**src/design/bat_pkg.sv**
```systemverilog
// breakpoint address table package: sizes, codes, beat and control types
`timescale 1ns / 1ps
package bat_pkg;

  localparam int MAX_BP  = 16;
  localparam int SLOT_W  = (MAX_BP > 1) ? $clog2(MAX_BP) : 1;
  localparam int COUNT_W = $clog2(MAX_BP + 1);
  localparam int WORD_W  = 30;

  typedef enum logic [1:0] {
    MODE_SET       = 2'd0,
    MODE_ERASE     = 2'd1,
    MODE_ERASE_ALL = 2'd2,
    MODE_CHECK     = 2'd3
  } mode_e;

  typedef enum logic [2:0] {
    ST_OK        = 3'd0,
    ST_EXISTS    = 3'd1,
    ST_NOT_FOUND = 3'd2,
    ST_EMPTY     = 3'd3,
    ST_FULL      = 3'd4
  } status_e;

  typedef struct packed {
    logic [1:0]  mode;
    logic [31:0] address;
  } req_t;

  typedef struct packed {
    logic [2:0] status;
    logic       hit;
    logic [4:0] entry_count;
  } rsp_t;

  typedef struct packed {
    logic capture;
    logic lookup;
    logic commit;
  } bat_cmd_t;

endpackage

```
**src/design/bat_ctrl.sv**
```systemverilog
// breakpoint address table controller: sequences capture, lookup and commit
`timescale 1ns / 1ps
module bat_ctrl (
  input  logic             clk,
  input  logic             rst,
  input  logic             start,
  output logic             busy,
  output bat_pkg::bat_cmd_t cmd
);
  import bat_pkg::*;

  typedef enum logic [2:0] {
    S_IDLE   = 3'b001,
    S_LOOKUP = 3'b010,
    S_COMMIT = 3'b100
  } state_t;

  state_t state;
  state_t state_next;

  always_comb begin
    state_next  = state;
    cmd         = '0;
    unique case (state)
      S_IDLE: begin
        if (start) begin
          cmd.capture = 1'b1;
          state_next  = S_LOOKUP;
        end
      end
      S_LOOKUP: begin
        cmd.lookup = 1'b1;
        state_next = S_COMMIT;
      end
      S_COMMIT: begin
        cmd.commit = 1'b1;
        state_next = S_IDLE;
      end
      default: begin
        state_next = S_IDLE;
      end
    endcase
  end

  always_ff @(posedge clk) begin
    if (rst) begin
      state <= S_IDLE;
    end else begin
      state <= state_next;
    end
  end

  assign busy = (state != S_IDLE);

endmodule

```
**src/design/bat_datapath.sv**
```systemverilog
// breakpoint address table datapath: entry store, match search, result register
`timescale 1ns / 1ps
module bat_datapath (
  input  logic              clk,
  input  logic              rst,
  input  bat_pkg::bat_cmd_t cmd,
  input  bat_pkg::req_t     request,
  output logic              done,
  output bat_pkg::rsp_t     result
);
  import bat_pkg::*;

  req_t                 req;
  logic [MAX_BP-1:0]    valid;
  logic [MAX_BP-1:0]    valid_next;
  logic [WORD_W-1:0]    entry_word [MAX_BP];
  logic [COUNT_W-1:0]   count;
  logic [COUNT_W-1:0]   count_next;

  logic [MAX_BP-1:0]    match_vec;
  logic [SLOT_W-1:0]    match_enc;
  logic [SLOT_W-1:0]    free_enc;
  logic                 match_found;
  logic [SLOT_W-1:0]    match_slot;
  logic                 free_found;
  logic [SLOT_W-1:0]    free_slot;

  logic [WORD_W-1:0]    req_word;
  logic                 req_aligned;
  logic [2:0]           status;
  logic                 hit;
  logic                 word_we;
  logic [COUNT_W+4:0]   count_ext;

  assign req_word    = req.address[31:2];
  assign req_aligned = (req.address[1:0] == 2'b00);

  // one-hot match over all entries, lowest free slot
  always_comb begin
    match_enc = '0;
    free_enc  = '0;
    for (int i = 0; i < MAX_BP; i++) begin
      match_vec[i] = valid[i] && (entry_word[i] == req_word);
      if (match_vec[i]) begin
        match_enc = match_enc | SLOT_W'(i);
      end
    end
    for (int i = MAX_BP - 1; i >= 0; i--) begin
      if (!valid[i]) begin
        free_enc = SLOT_W'(i);
      end
    end
  end

  always_ff @(posedge clk) begin
    if (cmd.capture) begin
      req <= request;
    end
    if (cmd.lookup) begin
      match_found <= |match_vec;
      match_slot  <= match_enc;
      free_found  <= ~&valid;
      free_slot   <= free_enc;
    end
  end

  always_comb begin
    valid_next = valid;
    count_next = count;
    status     = ST_OK;
    hit        = 1'b0;
    word_we    = 1'b0;
    case (req.mode)
      MODE_SET: begin
        if (match_found) begin
          status = ST_EXISTS;
        end else if (!free_found) begin
          status = ST_FULL;
        end else begin
          valid_next[free_slot] = 1'b1;
          count_next            = count + COUNT_W'(1);
          word_we               = 1'b1;
        end
      end
      MODE_ERASE: begin
        if (count == '0) begin
          status = ST_EMPTY;
        end else if (!(req_aligned && match_found)) begin
          status = ST_NOT_FOUND;
        end else begin
          valid_next[match_slot] = 1'b0;
          count_next             = count - COUNT_W'(1);
        end
      end
      MODE_ERASE_ALL: begin
        if (count == '0) begin
          status = ST_EMPTY;
        end else begin
          valid_next = '0;
          count_next = '0;
        end
      end
      default: begin
        hit = req_aligned && match_found;
      end
    endcase
  end

  assign count_ext = {5'b0, count_next};

  always_ff @(posedge clk) begin
    if (rst) begin
      valid <= '0;
      count <= '0;
      done  <= 1'b0;
    end else begin
      done <= cmd.commit;
      if (cmd.commit) begin
        valid <= valid_next;
        count <= count_next;
      end
    end
  end

  always_ff @(posedge clk) begin
    if (cmd.commit && word_we) begin
      entry_word[free_slot] <= req_word;
    end
    if (cmd.commit) begin
      result.status      <= status;
      result.hit         <= hit;
      result.entry_count <= count_ext[4:0];
    end
  end

endmodule

```
**src/design/breakpoint_address_table_unit.sv**
```systemverilog
// breakpoint address table top level: controller plus datapath
// the result strobe done is registered from the commit state, which follows the lookup state
// a new request is taken only in idle, after the last one has passed capture, lookup and commit
// the lookup step compares all entries in parallel and registers the match
// done is high for exactly one cycle per request; the receiver cannot stall
// synchronous reset empties the table and returns the controller to idle
`timescale 1ns / 1ps
module breakpoint_address_table_unit (
  input  logic          clk,
  input  logic          rst,
  input  logic          start,
  output logic          busy,
  input  bat_pkg::req_t request,
  output logic          done,
  output bat_pkg::rsp_t result
);
  import bat_pkg::*;

  bat_cmd_t cmd;

  bat_ctrl u_ctrl (
    .clk   (clk),
    .rst   (rst),
    .start (start),
    .busy  (busy),
    .cmd   (cmd)
  );

  bat_datapath u_datapath (
    .clk     (clk),
    .rst     (rst),
    .cmd     (cmd),
    .request (request),
    .done    (done),
    .result  (result)
  );

endmodule

```
**config.mk**
```make
export PLATFORM = sky130hd
export DESIGN_NAME = breakpoint_address_table_unit
export DESIGN_NICKNAME = d
export VERILOG_FILES = /design/src/design/bat_pkg.sv /design/src/design/bat_ctrl.sv /design/src/design/bat_datapath.sv /design/src/design/breakpoint_address_table_unit.sv
export SDC_FILE = /design/constraint.sdc
export NUM_CORES = 1
export LEC_CHECK = 0
export BUFFER_PORTS_ARGS = -buffer_cell sky130_fd_sc_hd__buf_2
export CAP_MARGIN = 30
export CORE_MARGIN = 8
export CORE_UTILIZATION = 50
export CTS_CLUSTER_DIAMETER = 200
export DETAILED_ROUTE_END_ITERATION = 16
export HOLD_SLACK_MARGIN = 0.1
export PLACE_DENSITY = 0.68
export SLEW_MARGIN = 20
export SYNTH_ARGS = -nofsm -noshare
export SYNTH_HDL_FRONTEND = slang
export SYNTH_SLANG_ARGS = --single-unit
```
**constraint.sdc**
```tcl
create_clock -name clk -period 3.7 [get_ports clk]
set_input_delay 0.37 -clock clk [delete_from_list [all_inputs] [get_ports clk]]
set_output_delay 0.37 -clock clk [all_outputs]
set_load 0.005 [all_outputs]
```
# After elaboration in Yosys (flattened, before gate mapping)
# Memories as Yosys holds them, arrays and structs flattened.
# Cells that the tools add are included.
# W data, S select, Z words.
# classes
n_bitwise,3
order_cmp,4
add_sub_neg,2
reduce_logical,35
n_eq_ne,28
muxes,59
# ops
cell,count
$eq A30 B30 Y1,16
$mux W16,5
$pmux W16 S3,1
$mux W3,12
$mux W4,8
$mux W5,5
$logic_and A1 B1 Y1,20
$and A16 B16 Y16,1
$mux W2,8
$not A16 Y16,1
$or A16 B16 Y16,1
$reduce_and A16 Y1,1
$reduce_or A16 Y1,1
$mux W1,15
$pmux W5 S3,1
$lt A4 B5 Y1 const B,2
$pmux W3 S3,1
$demux W1 S4,2
$ge A4 B1 Y1 const B,2
$ne A2 B2 Y1 const B,4
$reduce_and A8 Y1,1
$reduce_or A8 Y1,1
$reduce_and A7 Y1,1
$pmux W3 S2,1
18 further kinds,20
# word_totals
input_bits,37
n_memories,1
ram_bits,480
output_inout_bits,11
ff_bits,78
# mem_list
memory,depth,word_bits,rd,rd_ports_with_merged_regs,write_ports,line_no,rtl
u_datapath.entry_word,16,30,16,0,1,bat_datapath.sv:16,logic [WORD_W-1:0] entry_word [MAX_BP];

# Logic depth before layout (Yosys ltp)
# logic_depth
word_depth,15
mapped_depth,11
depth_no_buf,8

# Modules after synthesis
# Synthesis repeated with hierarchy kept, for this count alone.
# hier_totals
cells_unflattened,1521
hier_area_um2,23496.3
# modules_own_cells
mod,seq_area_each_um2,cells_each,instances,area_each_um2
bat_datapath,16445.8,1506,1,23356.2
bat_ctrl,60.1,15,1,140.1

# Least setup slack after synthesis
# OpenSTA, ideal clock, no wires.
# synth_timing
kind,register to register
startpoint,register u_datapath.req[32] (netlist bit)
endpoint,"memory u_datapath.entry_word[0][0], enable pin"
path_buffers,1
setup_ns,0.455
path_stages_with_launch,7
setup_slack_ns,-0.141
arrival_time_ns,3.387
cell_sequence,edfxtp_1 -> inv_1 -> ha_1 -> clkbuf_1 -> nand3_1 -> or3_1 -> nor3_1
# synth_between
elab_chain_cells,5
# synth_lines
item,line_no,rtl
start: declaration,bat_datapath.sv:13,req_t req;
start signal: assignment,bat_datapath.sv:57,req <= request;
$logic_not A2 Y1,bat_datapath.sv:73,case (req.mode)
$mux W1,bat_datapath.sv:73,
$logic_and A1 B1 Y1,bat_datapath.sv:126,if (cmd.commit && word_we) begin
$mux W1,bat_datapath.sv:126,
$mux W1 (not written as such),bat_datapath.sv:127,entry_word[free_slot] <= req_word;
end: declaration,bat_datapath.sv:16,
# No other way between the ends.

# Worst setup path after layout
# layout_timing
startpoint,register u_datapath.req[16] (netlist bit)
endpoint,register u_datapath.match_found (data pin)
# layout_between
elab_chain_cells,3
# layout_lines
item,line_no,rtl
$eq A30 B30 Y1,bat_datapath.sv:43,match_vec[i] = valid[i] && (entry_word[i] == req_word);
$logic_and A1 B1 Y1,bat_datapath.sv:43,
$reduce_or A16 Y1 *,bat_datapath.sv:60,match_found <= |match_vec;
end signal: assignment,bat_datapath.sv:60,
end: declaration,bat_datapath.sv:23,logic match_found;
# Every way passes the cells marked *; elsewhere a longest branch is shown, timed or not.
# A chain may end at the register's enable or synchronous reset.

==> run metrics <==
Max Cap Violations=0; Sw Ratio=21.5%; dpl hpwl=33700 um; CP top delay family=simple AND/OR/NAND/NOR gates; dominant cells by area after synthesis=edfxtp_1 (68%), xnor2_1 (17%), nand4_1 (3.1%), dfxtp_1 (2.1%), buf_2 (1.3%); worst path buffer plus inverter count=1; Worst Hold Endpoint=u_datapath.count[0]; clock network fraction of design power=41.2%; min Tclk post-route=between 2 and 3 ns; headroom to the max-slew limit=32.5%; setup tns final=0 ns; final core occ=between 50% and 60%; CTS tree=done; post-place setup slack=0.709 ns; WL final=around 55000 um; Overflow after GRT=0; area grow syn2layout=14.8%; sequential area share after synthesis=a little over two thirds; number of standard cells after synthesis=between 1000 and 1500; Num Clock Sinks=about 560; worst-path cell chain=buf_4, xnor2_1, nand4_1, nor4_1, a22oi_1, nand4_1, nand4b_1; P_sw=a little under 3 mW; Max Clock Skew=0.0230 ns; proportion of layout cells with a drive suffix above 1=roughly 14%; syn_nets=1538; largest net degree at the start of global routing=35; Pleak=between 8 and 9 nW; highest-delay cell along the critical path=edfxtp_1; Worst path most repeated cell=nand4_1; Hold Crit Start=rst; Max Root-Sink Buffers=3; R2R Path Start=u_datapath.req[16]; number of synthesis warnings=0; cells on worst reg2reg path=7; Initial DRC Count=1104; WL/cell=24.2 um; Num CTS Buffers=56; Root Driver=clkbuf_16; Critical Path Fanout Max=21; post-synth top area share=68.4%; Startpoint Class=flip-flop; DRT Pass-1 Iters=5; crit end category=flip-flop; Power Total=13.4 mW; clock insertion delay at the later pin of the skew report=0.61 ns; Syn Area/Cell=between 15 and 20 sq um; first-pass GRT wire length=roughly 82000 um; Seq. cell area=0.0165 sq mm; Via Count=12790; total core area=0.0464 sq mm; Filler cells=3472; internal power=10.5 mW; Final Hold Vio Count=0; RSZ-0062 raised after global routing=no; Worst R2R End=u_datapath.match_found; Pins Over Slew Limit=0; post-route ant nets=0; Total GRT Usage=20.5%; die area=~0.054 sq mm; floorplan die width=232 um; synthesized flop and latch total=558; cell type with the largest total area after synthesis=edfxtp_1; Hold/Removal Path Class=input pin to flip-flop; port bufs=47; Nets=1673; initial antenna violation count=0; PwrDens=499 mW/mm^2; Critical Path RT=~4.2 ns; Top FF cell, synth=edfxtp_1; Initial Util=50.5%; Post-route DRC=0; status=complete, no violations; Unique masters post-synth=50; reg2reg setup slack=0.70 ns; endpoints failing setup=0; Least-Margin Pin Slew=1.00 ns; via/cell ratio=approximately 5.6; Netlist Area Pre-Place=0.0234 sq mm; Setup Crit Path Kind=flip-flop to flip-flop; footprint of the multi-input gates=0.00656 sq mm; sequential share of power=52.5%; Worst path max stage delay=0.93 ns; # rows=79; maximum clock frequency=0.333 GHz; Max H-tree Level=2; Final Cycle Share=81.1%; RePlAce Congestion=0.860; Comb pwr share=6.3%; Post-synth ARST share=0%; Critical Path AT=3.46 ns; die height=232 um; hold depth=2; Clock Pin Slew Worst Setup and Hold Paths=roughly 0.06 ns; vias in the first global route=about 13000; maximum VDD drop=~0.00043 V; final worst setup slack=between 0.7 and 0.8 ns; Post-synth EDFFs=533; Boundary Pins=48
## power groups by stage
stage / clock network [mW] / registers (mW) / logic, mW
detailed placement: 0 / 7.17 / 0.816
CTS: 5.62 / 7.04 / 0.850
global placement: 0 / 7.17 / 0.799
floorplan: 0 / 7.16 / 0.499
finish: 5.53 / 7.04 / 0.841
global route: 5.86 / 7.04 / 0.901
## synth_stat cells (2+ instances only)
cell / n
edfxtp_1: 533
xnor2_1: 447
nand4_1: 117
buf_2: 60
nor4_1: 38
nor2_1: 36
xor2_1: 33
dfxtp_1: 25
nand2_1: 25
o21ai_0: 24
a21oi_1: 21
nand3_1: 20
a211oi_2: 10
inv_1: 10
nor3_1: 10
a211oi_1: 8
a31oi_1: 8
nand2b_1: 7
a22oi_1: 6
clkbuf_1: 6
ha_1: 6
nor3b_1: 5
a21boi_0: 3
and2_1: 3
o211ai_1: 3
buf_1: 2
buf_6: 2
nor2b_1: 2
o21a_1: 2
or2_2: 2
or3b_2: 2
## metrics by stage
step	instances	cell area (sq um)	hold slack [ns]
after floorplan	1495	23400	0.442
after global placement	2142	24700	0.523
after detailed placement	2143	24700	0.535
after CTS	2282	26900	0.224
after global routing	2283	26900	0.273
final	2284	26900	0.252
## final cells by class
class | count | area share [%]
clock buffers | 75 | 5.67
flip-flops and latches | 558 | 61.4
multi-input cells | 855 | 24.4
inverters | 11 | 0.154
well taps | 607 | 2.83
clock inverters | 29 | 0.978
diodes | 1 | 0.00931
repair buffers | 148 | 4.51
## metal layers
layer,GRT usage [%],part of all wire (%)
met1,28.6,44
met2,32.4,47
met3,3.71,6.9
met4,6.61,2.6
met5,0,0
## timing repair
item / 4_1_cts / 5_1_grt
hold buffers: 35 / 0
hold endpoints to repair: 35 / 0
resized for setup: 0 / 0
setup buffers: 0 / 0
## flip-flops by register name, indices dropped and copies added (netlist names)
register	cells
u_ctrl.state	3
u_datapath.count	5
u_datapath.done	1
u_datapath.entry_word	480
u_datapath.free_found	1
u_datapath.free_slot	4
u_datapath.match_found	1
u_datapath.match_slot	4
u_datapath.req	34
u_datapath.result	9
u_datapath.valid	16
## worst max-delay path by stage
stage                       startpoint                          end  slack (ns)  depth (start not counted)
floorplan           u_datapath.req[32]  u_datapath.entry_word[4][0]        0.04                          7
global placement    u_datapath.req[16]       u_datapath.match_found        0.75                          7
detailed placement  u_datapath.req[16]       u_datapath.match_found        0.71                          7
CTS                 u_datapath.req[16]       u_datapath.match_found        0.68                          7
global route        u_datapath.req[16]       u_datapath.match_found        0.56                          7
finish              u_datapath.req[16]       u_datapath.match_found        0.70                          7
## placed cells by master, fill, tap and decap left out, types with 24 or more instances in the layout
cell type	synthesis	layout
o21ai_0	24	24
nor4_1	38	38
nand2_1	25	25
clkbuf_16	0	57
edfxtp_1	533	533
buf_2	60	47
xor2_1	33	33
dfxtp_1	25	25
nand4_1	117	117
xnor2_1	447	447
buf_4	0	54
dlygate4sd3_1	0	35
## logic make-up after synthesis
kind of cell	after synthesis	synth area share (%)
simple gates	277	6.74
xor+xnor	480	18.0
buf+inv	82	1.75
compound gates	92	2.70
flops	558	70.5
fa+ha+maj	6	0.321
(Power assumes the default switching activity.)
